--- config.mk ---
export PLATFORM = sky130hd
export DESIGN_NAME = sbm_ctrl
export DESIGN_NICKNAME = d
export VERILOG_FILES = /design/src/sv/sbm_pkg.sv /design/src/sv/sbm_ctrl.sv
export SDC_FILE = /design/constraint.sdc
export NUM_CORES = 1
export LEC_CHECK = 0
export ABC_AREA = 0
export BUFFER_PORTS_ARGS = -buffer_cell sky130_fd_sc_hd__buf_2
export CORE_AREA = 4 4 41 43
export CTS_CLUSTER_SIZE = 16
export DETAILED_ROUTE_END_ITERATION = 8
export DIE_AREA = 0 0 45 47
export PLACE_DENSITY = 0.71
export SKIP_CTS_REPAIR_TIMING = 1
export SLEW_MARGIN = 20
export SYNTH_ARGS = -nofsm -noshare
export SYNTH_HDL_FRONTEND = slang
export SYNTH_SLANG_ARGS = --single-unit
--- constraint.sdc ---
create_clock -name clk_i -period 2.2 [get_ports clk_i]
set_clock_uncertainty 0.1 [all_clocks]
set_input_delay 0.44 -clock clk_i [delete_from_list [all_inputs] [get_ports clk_i]]
set_output_delay 0.44 -clock clk_i [all_outputs]
set_load 0.05 [all_outputs]
--- src/sv/sbm_pkg.sv ---
// Shared types and constants for the string-break minimum-cost block.
// No dependencies; every other file but sbm_ram imports this package.
package sbm_pkg;

  localparam int unsigned POS_W    = 7;
  localparam int unsigned COST_W   = 13;
  localparam int unsigned Q_W      = 15;
  localparam int unsigned SL_W     = 8;
  localparam logic [COST_W-1:0] COST_SAT = 13'd8191;
  localparam logic [SL_W-1:0] SL_RESET = 8'd128;

  localparam int unsigned MAX_LEN_DEF  = 128;
  localparam int unsigned MAX_CUTS_DEF = 32;

  localparam logic REC_COST = 1'b0;
  localparam logic REC_CUT  = 1'b1;

  typedef enum logic [3:0] {
    ST_LOAD, ST_SEG, ST_KRD, ST_KCHK, ST_KCMP, ST_WR, ST_ROOT, ST_COST,
    ST_POP, ST_POPD, ST_KRD2, ST_KIDS, ST_PUSHL
  } state_e;

  typedef enum logic [1:0] {
    SEL_SPLIT, SEL_ROOT, SEL_KIDS
  } addr_sel_e;

  typedef struct packed {
    logic      load;
    logic      seg_first;
    logic      seg_start;
    logic      k_next;
    logic      k_cmp;
    logic      seg_wr;
    logic      cnt_clr;
    addr_sel_e sel;
    logic      emit_cost;
    logic      pop;
    logic      grab;
    logic      emit_cut;
    logic      push_r;
    logic      push_l;
  } cmd_t;

  typedef struct packed {
    logic n_small;
    logic cnt_zero;
    logic in_rng;
    logic k_last;
    logic seg_last;
    logic sp_zero;
    logic out_free;
  } sts_t;

endpackage

--- src/sv/sbm_ctrl.sv ---
// Sequencer for load, interval DP and split-tree walk.
// Depends on sbm_pkg; drives the datapath through cmd_t, reads sts_t.
module sbm_ctrl (
  input  logic          clk_i,
  input  logic          rst_ni,
  input  logic          in_valid_i,
  input  logic          last_cut_i,
  output logic          in_ready_o,
  input  sbm_pkg::sts_t sts_i,
  output sbm_pkg::cmd_t cmd_o
);
  import sbm_pkg::*;

  state_e state_q, state_d;

  always_ff @(posedge clk_i or negedge rst_ni) begin
    if (!rst_ni) begin
      state_q <= ST_LOAD;
    end else begin
      state_q <= state_d;
    end
  end

  always_comb begin
    state_d = state_q;
    unique case (state_q)
      ST_LOAD: begin
        if (in_valid_i && last_cut_i) begin
          state_d = sts_i.n_small ? ST_ROOT : ST_SEG;
        end
      end
      ST_SEG:  state_d = sts_i.cnt_zero ? ST_WR : ST_KRD;
      ST_KRD:  state_d = ST_KCHK;
      ST_KCHK: begin
        if (sts_i.in_rng) state_d = ST_KCMP;
        else state_d = sts_i.k_last ? ST_WR : ST_KRD;
      end
      ST_KCMP: state_d = sts_i.k_last ? ST_WR : ST_KRD;
      ST_WR:   state_d = sts_i.seg_last ? ST_ROOT : ST_SEG;
      ST_ROOT: state_d = ST_COST;
      ST_COST: if (sts_i.out_free) state_d = ST_POP;
      ST_POP:  state_d = sts_i.sp_zero ? ST_LOAD : ST_POPD;
      ST_POPD: state_d = ST_KRD2;
      ST_KRD2: state_d = ST_KIDS;
      ST_KIDS: if (sts_i.out_free) state_d = ST_PUSHL;
      ST_PUSHL: state_d = ST_POP;
      default: state_d = ST_LOAD;
    endcase
  end

  always_comb begin
    cmd_o      = '0;
    cmd_o.sel  = SEL_SPLIT;
    in_ready_o = 1'b0;
    unique case (state_q)
      ST_LOAD: begin
        in_ready_o      = 1'b1;
        cmd_o.load      = in_valid_i;
        cmd_o.seg_first = in_valid_i && last_cut_i;
      end
      ST_SEG:  cmd_o.seg_start = 1'b1;
      ST_KRD:  ;
      ST_KCHK: cmd_o.k_next = !sts_i.in_rng && !sts_i.k_last;
      ST_KCMP: begin
        cmd_o.k_cmp  = 1'b1;
        cmd_o.k_next = !sts_i.k_last;
      end
      ST_WR:   cmd_o.seg_wr = 1'b1;
      ST_ROOT: begin
        cmd_o.sel     = SEL_ROOT;
        cmd_o.cnt_clr = 1'b1;
      end
      ST_COST: begin
        cmd_o.sel       = SEL_ROOT;
        cmd_o.emit_cost = sts_i.out_free;
      end
      ST_POP:  cmd_o.pop = !sts_i.sp_zero;
      ST_POPD: cmd_o.grab = 1'b1;
      ST_KRD2: cmd_o.sel = SEL_KIDS;
      ST_KIDS: begin
        cmd_o.sel      = SEL_KIDS;
        cmd_o.emit_cut = sts_i.out_free;
        cmd_o.push_r   = sts_i.out_free;
      end
      ST_PUSHL: begin
        cmd_o.sel    = SEL_KIDS;
        cmd_o.push_l = 1'b1;
      end
      default: ;
    endcase
  end

endmodule

# Yosys cells after proc, flatten, opt, wreduce, memory -nomap -nowiden
# Cells that the tools add are included.
# W data, S select, Z words.
dict set report word_totals {
  reg_bits 4
  input_bits 11
  output_inout_bits 16
  elab_cells 48
}
dict set report classes {
  mux 23
  reduce_logical 9
  eq_ne 15
}
# cell count
set ops {}
lappend ops {{$pmux W4 S13} 1}
lappend ops {{$eq A4 B4 Y1 const B} 5}
lappend ops {{$eq A4 B3 Y1 const B} 4}
lappend ops {{$mux W4} 4}
lappend ops {{$mux W3} 5}
lappend ops {{$mux W1} 9}
lappend ops {{$eq A4 B2 Y1 const B} 2}
lappend ops {{$ne A2 B2 Y1 const B} 3}
lappend ops {{$eq A4 B1 Y1 const B} 1}
lappend ops {{$logic_not A4 Y1} 1}
lappend ops {{$mux W2} 2}
lappend ops {{$pmux W2 S2} 1}
lappend ops {{$logic_not A1 Y1} 3}
lappend ops {{$reduce_and A3 Y1} 1}
lappend ops {{$reduce_or A3 Y1} 1}
lappend ops {{$logic_and A1 B1 Y1} 2}
lappend ops {{$pmux W1 S2} 1}
lappend ops {{$reduce_or A2 Y1} 1}

# Depth between registers and ports, before layout
# Gate-level depths: netlist (run 1).
dict set report logic_depth {
  ltp_word 3
  mapped_depth 5
  mapped_depth_nobuf 4
}

# Worst setup path before layout (run 1)
# OpenSTA, ideal clock, no wires.
dict set report synth_path {
  kind {register -> output}
  startpoint {register state_q[2]}
  endpoint {output cmd_o[13] (netlist name)}
  required_time_ps 1660
  arrival_ps 2184
  n_path_buf 1
  stages_incl_launch_ff 4
  path_slack_ps -524
  cell_sequence {dfrtp_1 > buf_6 > nor4_2 > and3_1}
}
# element line_no
set synth_lines {}
lappend synth_lines {{start: declaration} sbm_ctrl.sv:14} ;# state_e state_q, state_d;
lappend synth_lines {{start signal: assignment} sbm_ctrl.sv:20} ;# state_q <= state_d;
lappend synth_lines {{end: declaration} sbm_ctrl.sv:10} ;# output sbm_pkg::cmd_t cmd_o

==> results of run 1 <==
## Yosys cell counts, types with 3 or more instances
cell	instances
a21oi_1	3
nor2_1	14
nand2_1	4
dfrtp_1	4
nor3_1	7
buf_6	4
nand2b_1	4
## worst reg2reg max path, stage by stage (launching register included)
cell and delay [ns]:
dfrtp_1 0.53, buf_4 0.24, nor3_1 0.07, nor4b_1 0.36, nor3_1 0.10, a211oi_2 0.22
## power by group through the flow
stage | Combinational, uW | Sequential (uW) | Clock, uW
4_1_cts | 970 | 206 | 96.8
5_1_grt | 1050 | 223 | 108
6_report | 975 | 216 | 98.6
2_1_floorplan | 857 | 152 | 0
3_3_place_gp | 963 | 200 | 0
3_5_place_dp | 968 | 207 | 0
## cells in the final DEF, fill, tap and decap left out, drive strengths merged
master and instances:
buf 32, nor2 14, nor3 7, nand2 6, nand2b 5, a21oi 5
o21ai 4, dfrtp 4, clkbuf 3, inv 3, nor4 3, and2 2
nand3 2, a211oi 2, nand3b 2, nor4b 2, o31ai 2, and3 1
o21a 1, a21boi 1, nand4b 1, nor2b 1, a31oi 1, mux2i 1
or2 1, dlygate4sd3 1
## final cells by class
class | instances | area (um^2)
tap | 15 | 18.8
multi-input combinational | 64 | 424
inverter | 3 | 11.3
timing repair buffer | 33 | 185
sequential | 4 | 103
fill | 130 | 537
clock buffer | 3 | 22.5
## cell families after synthesis
family          synth area share, %
buf+inv                        13.0
mux                            1.76
flops                          17.6
compound gates                 20.7
simple gates                   47.0
## layer usage
metal	part of all wire [%]	vias up
met5	0	-
met4	1.4	0
met3	7.6	2
met2	47	34
met1	44	313
li1	-	333
## worst paths after layout
path / slack (ns) / from / to
max: 0.08 / state_q[3] / cmd_o[13]
min: 0.40 / sts_i[1] / state_q[3]
max reg2reg: 0.49 / state_q[3] / state_q[2]
min reg2reg: 0.52 / state_q[2] / state_q[3]
max in group asynchronous: 1.45 / rst_ni / state_q[0]
min in group asynchronous: 0.42 / rst_ni / state_q[3]
## per-stage QoR
step	hold WS [ns]	setup WS, ns	power [uW]	std cells
finish	0.402	0.0827	1290	122
global route	0.433	0.00167	1380	122
CTS	-0.108	0.0369	1270	121
detailed placement	0.146	0.293	1180	118
global placement	0.146	0.345	1160	118
floorplan	0.0444	-0.129	1010	78
==> reports/metrics.yaml, run 1 <==
status: "finished, final reports clean"
leakage_uw: 0.000368
async_flop_share_pct: 100
synth_top_area_share_pct: 17.6
io-pin-count: 27
p_int_uw: 510
synthTopCellsByArea: "dfrtp_1, nor2_1, buf_6"
worstHoldPathCells: 4
crit_chain: "nor4_4, and3_1, buf_2"
grt_use_met2_pct: 28.0
drtIter0Drc: 19
rsz0062_at_grt: "no"
detail-route-antenna-nets: 0
r2r_cells: 5
finalSetupViolCount: 0
top_usage_layer: "met2"
finalSetupTns_ns: 0
cap_violations: 0
drv_slew: 0
largest_reg_flops: 4
clock_latency_ns: 0.25
yosysSeqAreaShare_pct: 17.6
synthCells: 78
seqPwrFrac_pct: 16.7
netlist_area_um2: 569
synth-edff-count: 0
ys.flop_type: "dfrtp_1"
yosysUniqueCellTypes: 34
drc: 0
slew_headroom_pct: 76.4
h-tree-depth: 1
place_area_um2: 727
dpl.hpwl_um: 1280
cts_tree: "done"
antenna_found_initial: 0
fin_nets: 120
first_pass_iters: 4
largest_registers: "state_q x4"
yosys.area.top_type: "dfrtp_1"
finalCritPeriodShare_pct: 96.2
ys_ff_latch: 4
insertedDiodeCount: 0
ir_worst_vdd_uv: 742
place_congestion: 0.929
worstHoldPathType: "in2reg"
period_needed_ns: 2.12
vias: 682
worst_pin_slew_ns: 0.349
clkPwrFrac_pct: 7.7
drive_gt1_share_pct: 50.5
yosysWarningCount: 0
power.switching_uw: 780
slowest_delay_ns: 0.49
start_util_pct: 43.8
cts_root_buf: "clkbuf_4"
p_per_area_nw_per_um2: 1690
worstSetupPathType: "reg2out"
area_delta_synth_final_pct: 34.3
grtUsageMet1_pct: 22.0
io_buffers: 26
arrival_ns: 1.58
grt_overflow: 0
final_util_pct: 58.8
die_x_um: 45
critPathMaxFanout: 9
viasPerCell: 5.59
core_area_um2: 1300
ctsLongestPathBuffers: 2
design_area_um2: 764
grt_usage_pct: 16.7
grt_first_pass_wirelength_um: 2650
avgRoutedWirePerCell_um: 13.1
grt_pass1_vias: 619
hold_viol: 0
numCtsBuffers: 3
pwr-share-comb_pct: 75.6
max_freq_ghz: 0.472
avgSynthCellArea_um2: 7.30
chipHeight_um: 47
power_switching_share_pct: 60.5
critPathTopFamily: "simple AND/OR/NAND/NOR gates"
worstPathRequired_ns: 1.66
cts_sinks: 4
regMostFlops: "state_q"
die-area_um2: 2120
grt_max_degree: 13
end_kind: "primary output"
path_buf_inv: 1
path_depth: 3
syn_nets: 89
wl_um: 1590
rows: 13
worst_setup_path_start_kind: "flip-flop"
slowest_stage: "dfrtp_1"
path_clk_slew_ns: 0.04
use_met3_pct: 1.53
No activity file was read; power rests on OpenSTA's default activity.
==> run 2: changes to the inputs <==
--- a/config.mk
+++ b/config.mk
@@ -5,12 +5,12 @@
 export SDC_FILE = /design/constraint.sdc
 export NUM_CORES = 1
 export LEC_CHECK = 0
-export ABC_AREA = 0
 export BUFFER_PORTS_ARGS = -buffer_cell sky130_fd_sc_hd__buf_2
 export CORE_AREA = 4 4 41 43
 export CTS_CLUSTER_SIZE = 16
 export DETAILED_ROUTE_END_ITERATION = 8
 export DIE_AREA = 0 0 45 47
+export GPL_TIMING_DRIVEN = 0
 export PLACE_DENSITY = 0.71
 export SKIP_CTS_REPAIR_TIMING = 1
 export SLEW_MARGIN = 20
==> run 2 against run 1 <==
Critical endpoint is now cmd_o[11]. Sequential share of layout area down 0.44 points. Sequential power down 23%. Fmax up 1.1%. Critical path type unchanged.
==> reports/metrics.yaml, run 2 (synthesized netlist as in run 1, its figures left out) <==
slowest_stage: "dfrtp_1"
end_kind: "primary output"
period_needed_ns: 2.10
grt_max_degree: 11
viasPerCell: 5.51
core_area_um2: 1300
rows: 13
worstHoldPathType: "in2reg"
largest_registers: "state_q x4"
start_util_pct: 43.8
path_clk_slew_ns: 0.04
grt_usage_pct: 17.4
die-area_um2: 2120
drive_gt1_share_pct: 50.0
chipHeight_um: 47
p_int_uw: 524
status: "finished, final reports clean"
cts_tree: "done"
slowest_delay_ns: 0.36
leakage_uw: 0.000379
hold_viol: 0
grt_pass1_vias: 632
clkPwrFrac_pct: 7.1
drv_slew: 0
cap_violations: 0
grt_overflow: 0
drtIter0Drc: 33
die_x_um: 45
finalSetupTns_ns: 0
design_area_um2: 781
cts_root_buf: "clkbuf_4"
ctsLongestPathBuffers: 2
dpl.hpwl_um: 1220
insertedDiodeCount: 0
final_common_cell: "buf_2"
pwr-share-comb_pct: 80.2
place_congestion: 0.850
drc: 0
worstSetupPathType: "reg2out"
critPathMaxFanout: 10
r2r_start: "state_q[1]"
fin_nets: 121
crit_start: "state_q[2]"
slew_headroom_pct: 74.5
clock_latency_ns: 0.23
vias: 678
finalSetupViolCount: 0
first_pass_iters: 4
regMostFlops: "state_q"
power.switching_uw: 774
p_per_area_nw_per_um2: 1660
worstPathRequired_ns: 1.66
finalCritPeriodShare_pct: 95.2
worst_pin_slew_ns: 0.377
antenna_found_initial: 0
max_freq_ghz: 0.477
wl_um: 1580
ir_worst_vdd_uv: 647
area_delta_synth_final_pct: 37.1
r2r_end: "state_q[2]"
mostFrequentLayoutCells: "buf_2, nor2_1"
place_area_um2: 744
r2r_cells: 5
final_util_pct: 60.0
cts_sinks: 4
detail-route-antenna-nets: 0
fin_hold_ws_ns: 0.423
worst_setup_path_start_kind: "flip-flop"
timing.reg2reg.setup_slack_ns: 0.61
io_buffers: 26
grt_first_pass_wirelength_um: 2680
io-pin-count: 27
avgRoutedWirePerCell_um: 12.8
largest_reg_flops: 4
crit_chain: "buf_6, buf_2, nor3_1, o21ai_1, inv_1, buf_2"
h-tree-depth: 1
power_switching_share_pct: 59.7
arrival_ns: 1.56
rsz0062_at_grt: "no"
worst_setup_path_endpoint: "cmd_o[11]"
cp_common_cell: "buf_2"
fillers: 131
seqPwrFrac_pct: 12.8
numCtsBuffers: 3
[run 2: cell types whose count changed in the layout (fill, tap and decap cells not counted)]
cell / change
buf_4: -5
buf_6: +4
buf_2: +2
dfrtp_1: +1
dfrtp_2: -1
[run 2: worst max-delay path, delay by kind of cell, from the launching register on]
family                 cells  cell delay, ns
AND/OR/NAND/NOR            1            0.20
buffers and inverters      4            0.65
AO/OA/AOI/OAI              1            0.11
flip-flops                 1            0.36
[run 2: worst min path at each step]
stage / cells after the start / to / startpoint
floorplan: 0 / state_q[0] / rst_ni
global placement: 1 / state_q[2] / rst_ni
detailed placement: 1 / state_q[2] / rst_ni
CTS: 1 / state_q[2] / rst_ni
global route: 2 / state_q[3] / rst_ni
finish: 4 / state_q[3] / sts_i[1]
[run 2: area by class of cell]
class                   instances  area, um^2  share of cell area [%]
inverters                       3        11.3                    1.44
flip-flops and latches          4         101                    13.0
repair buffers                 27         140                    17.9
well taps                      15        18.8                    2.40
plain buffers                   7        62.6                    8.01
multi-input cells              64         424                    54.3
clock buffers                   3        22.5                    2.88
[run 2: through the flow]
stage                     power, uW  instances  worst slack [ns]
after floorplan                1010         78            -0.129
after global placement         1190        119             0.300
after detailed placement       1200        119             0.292
after CTS                      1300        122            0.0382
after global routing           1390        123            0.0109
final                          1300        123             0.105
[run 2: per-layer routing]
layer	GRT usage, %	vias up	part of all wire (%)
li1	-	337	-
met1	22.2	304	45
met2	28.5	35	46
met3	1.15	2	7.5
met4	11.1	0	1.7
met5	0	-	0
[run 2: power by group through the flow]
| stage | logic, uW | registers (uW) | clock network (uW) |
|---|---|---|---|
| 2_1_floorplan | 857 | 152 | 0 |
| 3_3_place_gp | 1030 | 161 | 0 |
| 3_5_place_dp | 1040 | 161 | 0 |
| 4_1_cts | 1040 | 161 | 92.1 |
| 5_1_grt | 1120 | 171 | 96.8 |
| 6_report | 1040 | 166 | 91.6 |
